## src/rtl/mpid_pkg.sv

```systemverilog
// types and constants of the position pid controller
package mpid_pkg;

	localparam int OPA_W  = 33;
	localparam int OPB_W  = 17;
	localparam int PROD_W = OPA_W + OPB_W;
	localparam int ACC_W  = 68;

	typedef enum logic [2:0] {
		REG_GAIN_P  = 3'd0,
		REG_GAIN_I  = 3'd1,
		REG_GAIN_D  = 3'd2,
		REG_STALL_V = 3'd3,
		REG_ADAPT   = 3'd4
	} reg_idx_t;

	typedef struct packed {
		logic [15:0] gain_p;
		logic [15:0] gain_i;
		logic [15:0] gain_d;
		logic [11:0] stall_v;
		logic [11:0] adapt;
	} cfg_t;

	typedef struct packed {
		logic load;
		logic add;
		logic sub;
		logic sh16;
		logic mul;
	} mac_ctl_t;

	localparam logic [11:0] STALL_V_RESET = 12'd1024;
	localparam logic [11:0] DITHER_MIN_V  = 12'd50;
	localparam logic [40:0] OVER_CAP      = 41'h100_0000_0000;

endpackage

```

## src/rtl/mpid_mac.sv

```systemverilog
// shared multiplier with product register and accumulator
module mpid_mac (
	input  logic                                    clk,
	input  mpid_pkg::mac_ctl_t                      ctl,
	input  logic signed [mpid_pkg::OPA_W-1:0]       op_a,
	input  logic signed [mpid_pkg::OPB_W-1:0]       op_b,
	input  logic signed [31:0]                      load_val,
	output logic signed [mpid_pkg::ACC_W-1:0]       acc
);

	logic signed [mpid_pkg::PROD_W-1:0] prod_q;
	logic                               sh_q;
	logic signed [mpid_pkg::ACC_W-1:0]  acc_q;
	logic signed [mpid_pkg::ACC_W-1:0]  prod_ext;
	logic signed [mpid_pkg::ACC_W-1:0]  addend;

	assign prod_ext = sh_q ? (mpid_pkg::ACC_W'(prod_q) <<< 16) : mpid_pkg::ACC_W'(prod_q);
	assign addend   = ctl.sub ? -prod_ext : prod_ext;
	assign acc      = acc_q;

	always_ff @(posedge clk) begin
		if (ctl.mul) begin
			prod_q <= op_a * op_b;
			sh_q   <= ctl.sh16;
		end
		if (ctl.load) begin
			acc_q <= mpid_pkg::ACC_W'(load_val);
		end else if (ctl.add) begin
			acc_q <= acc_q + addend;
		end
	end

endmodule

```

## src/rtl/mpid_seq.sv

```systemverilog
// tick sequencer: step rounding, integrator, dither, torque and stall logic
module mpid_seq #(
	parameter int QUARTER_TURN = 1024
) (
	input  logic                                clk,
	input  logic                                arst_n,
	input  mpid_pkg::cfg_t                      cfg,
	input  logic                                in_valid,
	output logic                                in_stall,
	input  logic                                synced,
	input  logic signed [23:0]                  count_delta,
	input  logic signed [31:0]                  pos_error,
	input  logic signed [15:0]                  lead_in,
	input  logic signed [31:0]                  velocity_in,
	output logic                                out_valid,
	input  logic                                out_stall,
	output logic                                active,
	output logic signed [15:0]                  armature_steps,
	output logic [11:0]                         drive_voltage,
	output logic signed [15:0]                  lead_out,
	output logic signed [31:0]                  velocity_out,
	output logic signed [1:0]                   counter_nudge,
	output logic                                voltage_limited,
	output logic                                stalled,
	output mpid_pkg::mac_ctl_t                  mac_ctl,
	output logic signed [mpid_pkg::OPA_W-1:0]   op_a,
	output logic signed [mpid_pkg::OPB_W-1:0]   op_b,
	output logic signed [31:0]                  load_val,
	input  logic signed [mpid_pkg::ACC_W-1:0]   acc
);

	localparam logic [15:0] QT = 16'(QUARTER_TURN);

	typedef enum logic [3:0] {
		ST_IDLE, ST_PREP, ST_MUL_P, ST_MUL_D, ST_MUL_IL, ST_MUL_IH, ST_ACC_I,
		ST_TORQ, ST_LIMIT, ST_MUL_OL, ST_MUL_OH, ST_ACC_V, ST_DONE
	} state_t;

	state_t             state_q;
	logic               unsync_q;
	logic signed [23:0] cnt_q;
	logic signed [31:0] err_q;
	logic signed [32:0] deriv_q;
	logic [15:0]        lead_q;
	logic signed [31:0] vel_q;
	logic signed [15:0] steps_q;
	logic signed [1:0]  nudge_q;
	logic signed [51:0] torque_q;
	logic [40:0]        over_q;
	logic               tneg_q;
	logic               limited_q;
	logic [11:0]        drive_q;

	logic signed [31:0] cf_q;
	logic signed [47:0] esum_q;
	logic signed [31:0] last_err_q;
	logic               phase_q;
	logic [11:0]        last_v_q;

	logic               out_valid_q;
	logic               active_q;
	logic signed [15:0] steps_out_q;
	logic [11:0]        drive_out_q;
	logic [15:0]        lead_out_q;
	logic signed [31:0] vel_out_q;
	logic signed [1:0]  nudge_out_q;
	logic               limited_out_q;
	logic               stalled_q;

	// step rounding
	logic signed [32:0] s_c;
	logic [32:0]        s_abs;
	logic [33:0]        s_rnd;
	logic [25:0]        q_mag;
	logic [25:0]        q_lim;
	logic [25:0]        q_sat;
	logic signed [16:0] steps_c;
	logic signed [33:0] cf_w;
	// integrator and derivative
	logic signed [48:0] es_w;
	logic signed [47:0] esum_c;
	logic signed [32:0] deriv_c;
	logic               dither_on;
	// torque and limit
	logic signed [51:0] torque_c;
	logic [51:0]        mag_c;
	logic signed [52:0] over_w;
	logic               lim_c;
	logic [40:0]        over_c;
	// velocity
	logic signed [31:0] vel_sat;
	logic               stall_c;
	logic               out_free;

	assign s_c     = 33'(cf_q) + 33'(cnt_q);
	assign s_abs   = s_c[32] ? 33'(-s_c) : 33'(s_c);
	assign s_rnd   = 34'(s_abs) + 34'd128;
	assign q_mag   = s_rnd[33:8];
	assign q_lim   = s_c[32] ? 26'd32768 : 26'd32767;
	assign q_sat   = (q_mag > q_lim) ? q_lim : q_mag;
	assign steps_c = s_c[32] ? -$signed(q_sat[16:0]) : $signed(q_sat[16:0]);
	assign cf_w    = 34'(s_c) - (34'(steps_c) <<< 8);

	assign es_w    = 49'(esum_q) + 49'(err_q);
	assign esum_c  = (es_w[48] != es_w[47]) ?
		(es_w[48] ? {1'b1, 47'b0} : {1'b0, {47{1'b1}}}) : es_w[47:0];
	assign deriv_c = 33'(err_q) - 33'(last_err_q);
	assign dither_on = (cfg.adapt != 12'd0) && (last_v_q > mpid_pkg::DITHER_MIN_V);

	assign torque_c = $signed(acc[67:16]) + 52'(acc[67] && (acc[15:0] != 16'd0));
	assign mag_c    = torque_q[51] ? 52'(-torque_q) : 52'(torque_q);
	assign over_w   = $signed({1'b0, mag_c}) - $signed({41'b0, cfg.stall_v});
	assign lim_c    = !over_w[52] && (over_w != 53'sd0);
	assign over_c   = !lim_c ? 41'd0 :
		((over_w[51:0] > 52'(mpid_pkg::OVER_CAP)) ? mpid_pkg::OVER_CAP : over_w[40:0]);

	assign vel_sat = (acc > 68'sd2147483647) ? 32'sh7FFF_FFFF :
		((acc < -68'sd2147483648) ? 32'sh8000_0000 : acc[31:0]);
	assign stall_c  = limited_q && (tneg_q ? (acc > 68'sd0) : acc[67]);
	assign out_free = !out_valid_q || !out_stall;

	// shared unit schedule
	always_comb begin
		mac_ctl  = '0;
		op_a     = '0;
		op_b     = '0;
		load_val = (state_q == ST_LIMIT) ? vel_q : 32'sd0;
		unique case (state_q)
			ST_PREP: begin
				mac_ctl.load = 1'b1;
			end
			ST_MUL_P: begin
				mac_ctl.mul = 1'b1;
				op_a = 33'(err_q);
				op_b = $signed({1'b0, cfg.gain_p});
			end
			ST_MUL_D: begin
				mac_ctl.add = 1'b1;
				mac_ctl.mul = 1'b1;
				op_a = deriv_q;
				op_b = $signed({1'b0, cfg.gain_d});
			end
			ST_MUL_IL: begin
				mac_ctl.add = 1'b1;
				mac_ctl.mul = 1'b1;
				op_a = $signed({17'b0, esum_q[15:0]});
				op_b = $signed({1'b0, cfg.gain_i});
			end
			ST_MUL_IH: begin
				mac_ctl.add  = 1'b1;
				mac_ctl.mul  = 1'b1;
				mac_ctl.sh16 = 1'b1;
				op_a = 33'($signed(esum_q[47:16]));
				op_b = $signed({1'b0, cfg.gain_i});
			end
			ST_ACC_I: begin
				mac_ctl.add = 1'b1;
			end
			ST_LIMIT: begin
				mac_ctl.load = 1'b1;
			end
			ST_MUL_OL: begin
				mac_ctl.mul = 1'b1;
				op_a = $signed({17'b0, over_q[15:0]});
				op_b = $signed({1'b0, cfg.gain_i});
			end
			ST_MUL_OH: begin
				mac_ctl.add  = 1'b1;
				mac_ctl.sub  = !tneg_q;
				mac_ctl.mul  = 1'b1;
				mac_ctl.sh16 = 1'b1;
				op_a = $signed({8'b0, over_q[40:16]});
				op_b = $signed({1'b0, cfg.gain_i});
			end
			ST_ACC_V: begin
				mac_ctl.add = 1'b1;
				mac_ctl.sub = !tneg_q;
			end
			default: begin
			end
		endcase
	end

	always_ff @(posedge clk or negedge arst_n) begin
		if (!arst_n) begin
			state_q       <= ST_IDLE;
			unsync_q      <= 1'b0;
			cnt_q         <= '0;
			err_q         <= '0;
			deriv_q       <= '0;
			lead_q        <= '0;
			vel_q         <= '0;
			steps_q       <= '0;
			nudge_q       <= '0;
			torque_q      <= '0;
			over_q        <= '0;
			tneg_q        <= 1'b0;
			limited_q     <= 1'b0;
			drive_q       <= '0;
			cf_q          <= '0;
			esum_q        <= '0;
			last_err_q    <= '0;
			phase_q       <= 1'b0;
			last_v_q      <= '0;
			out_valid_q   <= 1'b0;
			active_q      <= 1'b0;
			steps_out_q   <= '0;
			drive_out_q   <= '0;
			lead_out_q    <= '0;
			vel_out_q     <= '0;
			nudge_out_q   <= '0;
			limited_out_q <= 1'b0;
			stalled_q     <= 1'b0;
		end else begin
			if ((state_q == ST_DONE) && out_free) begin
				out_valid_q <= 1'b1;
			end else if (out_valid_q && !out_stall) begin
				out_valid_q <= 1'b0;
			end
			unique case (state_q)
				ST_IDLE: begin
					if (in_valid) begin
						unsync_q <= !synced;
						cnt_q    <= count_delta;
						err_q    <= pos_error;
						lead_q   <= lead_in;
						vel_q    <= velocity_in;
						state_q  <= synced ? ST_PREP : ST_DONE;
					end
				end
				ST_PREP: begin
					steps_q <= (cnt_q != 24'sd0) ? steps_c[15:0] : 16'sd0;
					if (cnt_q != 24'sd0) begin
						cf_q <= cf_w[31:0];
					end
					esum_q     <= esum_c;
					deriv_q    <= deriv_c;
					last_err_q <= err_q;
					if (dither_on && phase_q && (deriv_c > 33'sd0)) begin
						nudge_q <= -2'sd1;
					end else if (dither_on && phase_q && (deriv_c < 33'sd0)) begin
						nudge_q <= 2'sd1;
					end else begin
						nudge_q <= '0;
					end
					if (dither_on) begin
						phase_q <= !phase_q;
						if (phase_q) begin
							lead_q <= lead_q - 16'(cfg.adapt);
						end else begin
							lead_q <= lead_q + 16'(cfg.adapt);
						end
					end
					state_q <= ST_MUL_P;
				end
				ST_MUL_P:  state_q <= ST_MUL_D;
				ST_MUL_D:  state_q <= ST_MUL_IL;
				ST_MUL_IL: state_q <= ST_MUL_IH;
				ST_MUL_IH: state_q <= ST_ACC_I;
				ST_ACC_I:  state_q <= ST_TORQ;
				ST_TORQ: begin
					torque_q <= torque_c;
					state_q  <= ST_LIMIT;
				end
				ST_LIMIT: begin
					tneg_q    <= torque_q[51];
					limited_q <= lim_c;
					over_q    <= over_c;
					drive_q   <= lim_c ? cfg.stall_v : mag_c[11:0];
					last_v_q  <= lim_c ? cfg.stall_v : mag_c[11:0];
					lead_q    <= torque_q[51] ? (lead_q - QT) : (lead_q + QT);
					state_q   <= ST_MUL_OL;
				end
				ST_MUL_OL: state_q <= ST_MUL_OH;
				ST_MUL_OH: state_q <= ST_ACC_V;
				ST_ACC_V:  state_q <= ST_DONE;
				ST_DONE: begin
					if (out_free) begin
						lead_out_q  <= lead_q;
						if (unsync_q) begin
							active_q      <= 1'b0;
							steps_out_q   <= '0;
							drive_out_q   <= last_v_q;
							vel_out_q     <= vel_q;
							nudge_out_q   <= '0;
							limited_out_q <= 1'b0;
							stalled_q     <= 1'b0;
						end else begin
							active_q      <= !stall_c;
							steps_out_q   <= steps_q;
							drive_out_q   <= drive_q;
							vel_out_q     <= vel_sat;
							nudge_out_q   <= nudge_q;
							limited_out_q <= limited_q;
							stalled_q     <= stall_c;
						end
						state_q <= ST_IDLE;
					end
				end
				default: state_q <= ST_IDLE;
			endcase
		end
	end

	assign in_stall        = !arst_n || (state_q != ST_IDLE);
	assign out_valid       = out_valid_q;
	assign active          = active_q;
	assign armature_steps  = steps_out_q;
	assign drive_voltage   = drive_out_q;
	assign lead_out        = lead_out_q;
	assign velocity_out    = vel_out_q;
	assign counter_nudge   = nudge_out_q;
	assign voltage_limited = limited_out_q;
	assign stalled         = stalled_q;

endmodule

```

## src/rtl/motor_position_pid_with_stall_detect.sv

```systemverilog
// position pid controller with lead-angle dither and stall detection
//
// one control tick is a transfer on the input channel (in_valid, in_stall);
// its single result is a transfer on the output channel (out_valid, out_stall).
// a synced tick makes six passes through the shared 33x17 multiply-accumulate
// unit; the next tick is taken only once the result is in the output register.
// an unsynced tick goes straight to the result and leaves all state untouched.
// in_stall is high from the input transfer until the result is loaded into
// the output register; a stalled result holds there while the next tick
// is already accepted and worked on, and that one waits until it is taken.
// registers are written through wr_en / wr_index / wr_data; the user must
// write them only while idle, which the block itself does not enforce.
// reset clears the fraction, integrator, last error, dither phase and last
// voltage, sets stall_voltage to 1024 and all other registers to zero.
// in_stall is held high while reset is asserted.
module motor_position_pid_with_stall_detect #(
	parameter int QUARTER_TURN = 1024
) (
	input  logic               clk,
	input  logic               arst_n,
	input  logic               wr_en,
	input  logic [2:0]         wr_index,
	input  logic [15:0]        wr_data,
	input  logic               in_valid,
	output logic               in_stall,
	input  logic               synced,
	input  logic signed [23:0] count_delta,
	input  logic signed [31:0] pos_error,
	input  logic signed [15:0] lead_in,
	input  logic signed [31:0] velocity_in,
	output logic               out_valid,
	input  logic               out_stall,
	output logic               active,
	output logic signed [15:0] armature_steps,
	output logic [11:0]        drive_voltage,
	output logic signed [15:0] lead_out,
	output logic signed [31:0] velocity_out,
	output logic signed [1:0]  counter_nudge,
	output logic               voltage_limited,
	output logic               stalled
);

	mpid_pkg::cfg_t                           cfg_q;
	mpid_pkg::mac_ctl_t                       mac_ctl;
	logic signed [mpid_pkg::OPA_W-1:0]        op_a;
	logic signed [mpid_pkg::OPB_W-1:0]        op_b;
	logic signed [31:0]                       load_val;
	logic signed [mpid_pkg::ACC_W-1:0]        acc;

	always_ff @(posedge clk or negedge arst_n) begin
		if (!arst_n) begin
			cfg_q.gain_p  <= '0;
			cfg_q.gain_i  <= '0;
			cfg_q.gain_d  <= '0;
			cfg_q.stall_v <= mpid_pkg::STALL_V_RESET;
			cfg_q.adapt   <= '0;
		end else if (wr_en) begin
			unique case (wr_index)
				mpid_pkg::REG_GAIN_P:  cfg_q.gain_p  <= wr_data;
				mpid_pkg::REG_GAIN_I:  cfg_q.gain_i  <= wr_data;
				mpid_pkg::REG_GAIN_D:  cfg_q.gain_d  <= wr_data;
				mpid_pkg::REG_STALL_V: cfg_q.stall_v <= wr_data[11:0];
				mpid_pkg::REG_ADAPT:   cfg_q.adapt   <= wr_data[11:0];
				default: begin
				end
			endcase
		end
	end

	mpid_seq #(
		.QUARTER_TURN (QUARTER_TURN)
	) u_seq (
		.clk             (clk),
		.arst_n          (arst_n),
		.cfg             (cfg_q),
		.in_valid        (in_valid),
		.in_stall        (in_stall),
		.synced          (synced),
		.count_delta     (count_delta),
		.pos_error       (pos_error),
		.lead_in         (lead_in),
		.velocity_in     (velocity_in),
		.out_valid       (out_valid),
		.out_stall       (out_stall),
		.active          (active),
		.armature_steps  (armature_steps),
		.drive_voltage   (drive_voltage),
		.lead_out        (lead_out),
		.velocity_out    (velocity_out),
		.counter_nudge   (counter_nudge),
		.voltage_limited (voltage_limited),
		.stalled         (stalled),
		.mac_ctl         (mac_ctl),
		.op_a            (op_a),
		.op_b            (op_b),
		.load_val        (load_val),
		.acc             (acc)
	);

	mpid_mac u_mac (
		.clk      (clk),
		.ctl      (mac_ctl),
		.op_a     (op_a),
		.op_b     (op_b),
		.load_val (load_val),
		.acc      (acc)
	);

endmodule

```

## config.mk

```make
export PLATFORM = sky130hd
export DESIGN_NAME = motor_position_pid_with_stall_detect
export DESIGN_NICKNAME = d
export VERILOG_FILES = /design/src/rtl/mpid_pkg.sv /design/src/rtl/mpid_mac.sv /design/src/rtl/mpid_seq.sv /design/src/rtl/motor_position_pid_with_stall_detect.sv
export SDC_FILE = /design/constraint.sdc
export NUM_CORES = 2
export LEC_CHECK = 0
export ABC_CLOCK_PERIOD_IN_PS = 37000
export BUFFER_PORTS_ARGS = -buffer_cell sky130_fd_sc_hd__buf_2
export CAP_MARGIN = 5
export CORE_ASPECT_RATIO = 1.5
export CORE_UTILIZATION = 60
export CTS_CLUSTER_DIAMETER = 200
export DETAILED_ROUTE_END_ITERATION = 16
export HOLD_SLACK_MARGIN = 0.12
export PLACE_DENSITY = 0.84
export SLEW_MARGIN = 5
export SYNTH_ARGS = -nofsm -noshare
export SYNTH_HDL_FRONTEND = slang
export SYNTH_SLANG_ARGS = --single-unit
```

## constraint.sdc

```tcl
create_clock -name clk -period 37 [get_ports clk]
set_clock_uncertainty 0.15 [all_clocks]
set_input_delay 1.85 -clock clk [delete_from_list [all_inputs] [get_ports clk]]
set_output_delay 1.85 -clock clk [all_outputs]
set_load 0.005 [all_outputs]
```

==> flow_summary.toml <==
[status]
status = "finished clean"

[cts]
htree_levels = 3
postCtsSetupRepairBufs = 0
clockBufferDepth = 3
cts_root_buffer = "clkbuf_16"
cts_tree = "built"
clk_latency_ps = 700
cts-buffers-inserted = 69
cts.sink_count = 653
cts.repair.resized = 0
clk_pin_slew_ps = 70
hold_buffers = 0

[flow_run]
cap_violations = 0

[timing]
fmax_mhz = 78.1
max-slew-margin-rel = 0.123
finalMaxSlewViolations = 0
rsz0062_at_grt = "false"
min_period_ps = 12800
hold_viol = 0
setup_tns_ps = 0
worstMarginPinSlew_ps = 1310
period_share = 0.346
setup_viol = 0

[route]
drc = 0
drt-vias-per-instance = 6.28
firstDrtPassIters = 6
vias = 54200
wl_per_cell_um = 23.1
detail-route-antenna-nets = 0
finalWirelength_um = 200000
drt-initial-drc-count = 4814

[critical_path]
endpoint_kind = "register"
worst-setup-path-type = "register to register"
rrSetupSlack_ps = 24200
crit_path_max_fanout = 54
cp.arrival_ps = 13200
critPathRequiredTime_ps = 37390
r2r_cells = 51
crit_top_cell = "ha_1"
cpPeakStageDelay_ps = 850
r2r_start = "u_seq.cf_q[0]"
cp-start-kind = "register"
worstReg2RegEnd = "u_seq.cf_q[29]"
critPathSlowestCell = "nor3_2"

[finish]
final_common_cell = "nand2_1"
drive_gt1_frac = 0.0938
fillCellCount = 8320
area_growth_pct = 7.39
final_nets = 8178
most-common-layout-cells = "nand2_1 (999), inv_1 (741), dfrtp_1 (532), fa_1 (511), o21ai_0 (494)"

[synthesis]
ys_types = 117
synth_seq_cells = 653
synth_nets = 8154
syn-instance-count = 7157
postSynthAreaPerCell_um2 = 8.83
yosysWarnings = 0
synth_ff_type = "dfrtp_1"
async_flop_share = 0.818
seq_area_frac_synth = 0.268
synth_area_mm2 = 0.0632
synth_edf_count = 119

[global_route]
antenna_found_initial = 8
grt_max_degree = 162
grt_pass1_wl_um = 308000
grt_use_total = 0.379
overflow = 0
grt_pass1_vias = 55200

[min_path]
min_path_type = "register to register"
hold_path_depth = 2
min_from = "u_seq.velocity_out[17]"
min_to = "u_seq.velocity_out[17]"

[die]
io_pins = 212
rows = 145
die_w_um = 267
initial_core_util = 0.606
die-height_um = 399
dieArea_mm2 = 0.107
core_area_mm2 = 0.104

[placed_design]
io_buffers = 211
post-dp-hpwl_um = 153000
gp_congestion = 1.02
## kinds of logic after synthesis
logic type | share of synthesized area
AOI/OAI and AO/OA | 0.153
xor gates and xnor gates | 0.0614
adders and majority gates | 0.239
buffers and inverters | 0.0639
DFF | 0.268
muxes | 0.0451
and+or+nand+nor | 0.170
## worst max path at each step
stage / to / startpoint / slack (ps) / cells after the start
finish: u_seq.cf_q[29] / u_seq.cf_q[0] / 24200 / 51
global route: u_seq.cf_q[29] / u_seq.cf_q[0] / 23510 / 51
CTS: u_seq.cf_q[29] / u_seq.cf_q[0] / 24390 / 51
detailed placement: u_seq.cf_q[29] / u_seq.cf_q[0] / 24450 / 51
global placement: u_seq.cf_q[29] / u_seq.cnt_q[0] / 24570 / 51
floorplan: u_seq.cf_q[29] / u_seq.cnt_q[23] / 25050 / 57
## final cells by class
class                      instances  area (um^2)  share of cell area
multi-input combinational       5438        42400               0.624
sequential                       653        16900               0.250
inverter                         742         2790              0.0410
clock buffer                      89         1890              0.0279
tap                             1396         1750              0.0257
timing repair buffer             277         1590              0.0234
clock inverter                    36          532             0.00784
antenna                            4         10.0            0.000147
## synth_stat cells (27+ instances only)
| cell | count | area share |
|---|---|---|
| nand2_1 | 1000 | 0.059 |
| inv_1 | 741 | 0.044 |
| dfrtp_1 | 533 | 0.21 |
| fa_1 | 511 | 0.16 |
| o21ai_0 | 494 | 0.039 |
| nor2_1 | 492 | 0.029 |
| ha_1 | 357 | 0.071 |
| a21oi_1 | 294 | 0.023 |
| clkbuf_1 | 285 | 0.017 |
| xnor2_1 | 253 | 0.035 |
| mux2_2 | 194 | 0.035 |
| xor2_1 | 188 | 0.026 |
| nand3_1 | 146 | 0.012 |
| edfxtp_1 | 119 | 0.057 |
| nor3_1 | 118 | 0.0093 |
| nand2b_1 | 104 | 0.010 |
| a21o_1 | 102 | 0.012 |
| a22oi_1 | 89 | 0.011 |
| and3_1 | 82 | 0.0081 |
| nor2b_1 | 76 | 0.0075 |
| mux2i_1 | 63 | 0.010 |
| o31ai_1 | 63 | 0.0075 |
| and2_1 | 54 | 0.0053 |
| nor4_1 | 53 | 0.0052 |
| a31oi_1 | 50 | 0.0050 |
| nand4_1 | 47 | 0.0047 |
| or3_1 | 45 | 0.0045 |
| a22o_1 | 40 | 0.0055 |
| maj3_1 | 38 | 0.0060 |
| o21a_1 | 32 | 0.0038 |
| o211ai_1 | 27 | 0.0032 |
## flip-flops by register name, indices dropped and copies added, names as in the netlist, 32 cells and up
signal,count
cfg_q,72
u_mac.acc,68
u_mac.prod_q,50
u_seq.cf_q,32
u_seq.deriv_q,33
u_seq.err_q,32
u_seq.esum_q,48
u_seq.last_err_q,32
u_seq.over_q,41
u_seq.torque_q,52
u_seq.vel_q,32
u_seq.velocity_out,32
## worst max-delay path: cells and delay by family, from the launching register on
| kind | cells | cell delay, ps |
|---|---|---|
| AOI/OAI and AO/OA | 21 | 5210 |
| and+or+nand+nor | 18 | 3520 |
| adders and majority gates | 7 | 2300 |
| buffers and inverters | 3 | 700 |
| DFF | 1 | 390 |
| xor gates and xnor gates | 2 | 340 |
## metrics by stage
| step | instances | setup WS [ps] | instance area, um^2 | hold slack, ps | util |
|---|---|---|---|---|---|
| after floorplan | 7157 | 25050 | 63200 | 294 | - |
| after global placement | 8506 | 24570 | 65400 | 305 | 0.627 |
| after detailed placement | 8506 | 24450 | 65400 | 310 | 0.627 |
| after CTS | 8631 | 24390 | 67900 | 324 | 0.650 |
| after global routing | 8633 | 23510 | 67900 | 345 | 0.650 |
| final | 8635 | 24200 | 67900 | 320 | 0.651 |
## metal layers
metal	part of all wire	track usage
met5	0.00014	0
met4	0.11	0.353
met3	0.067	0.0681
met2	0.49	0.651
met1	0.34	0.392
Power is left out: the tool's default activity adds up to more than one toggle a clock period on the data nets, which glitch-free logic cannot reach.
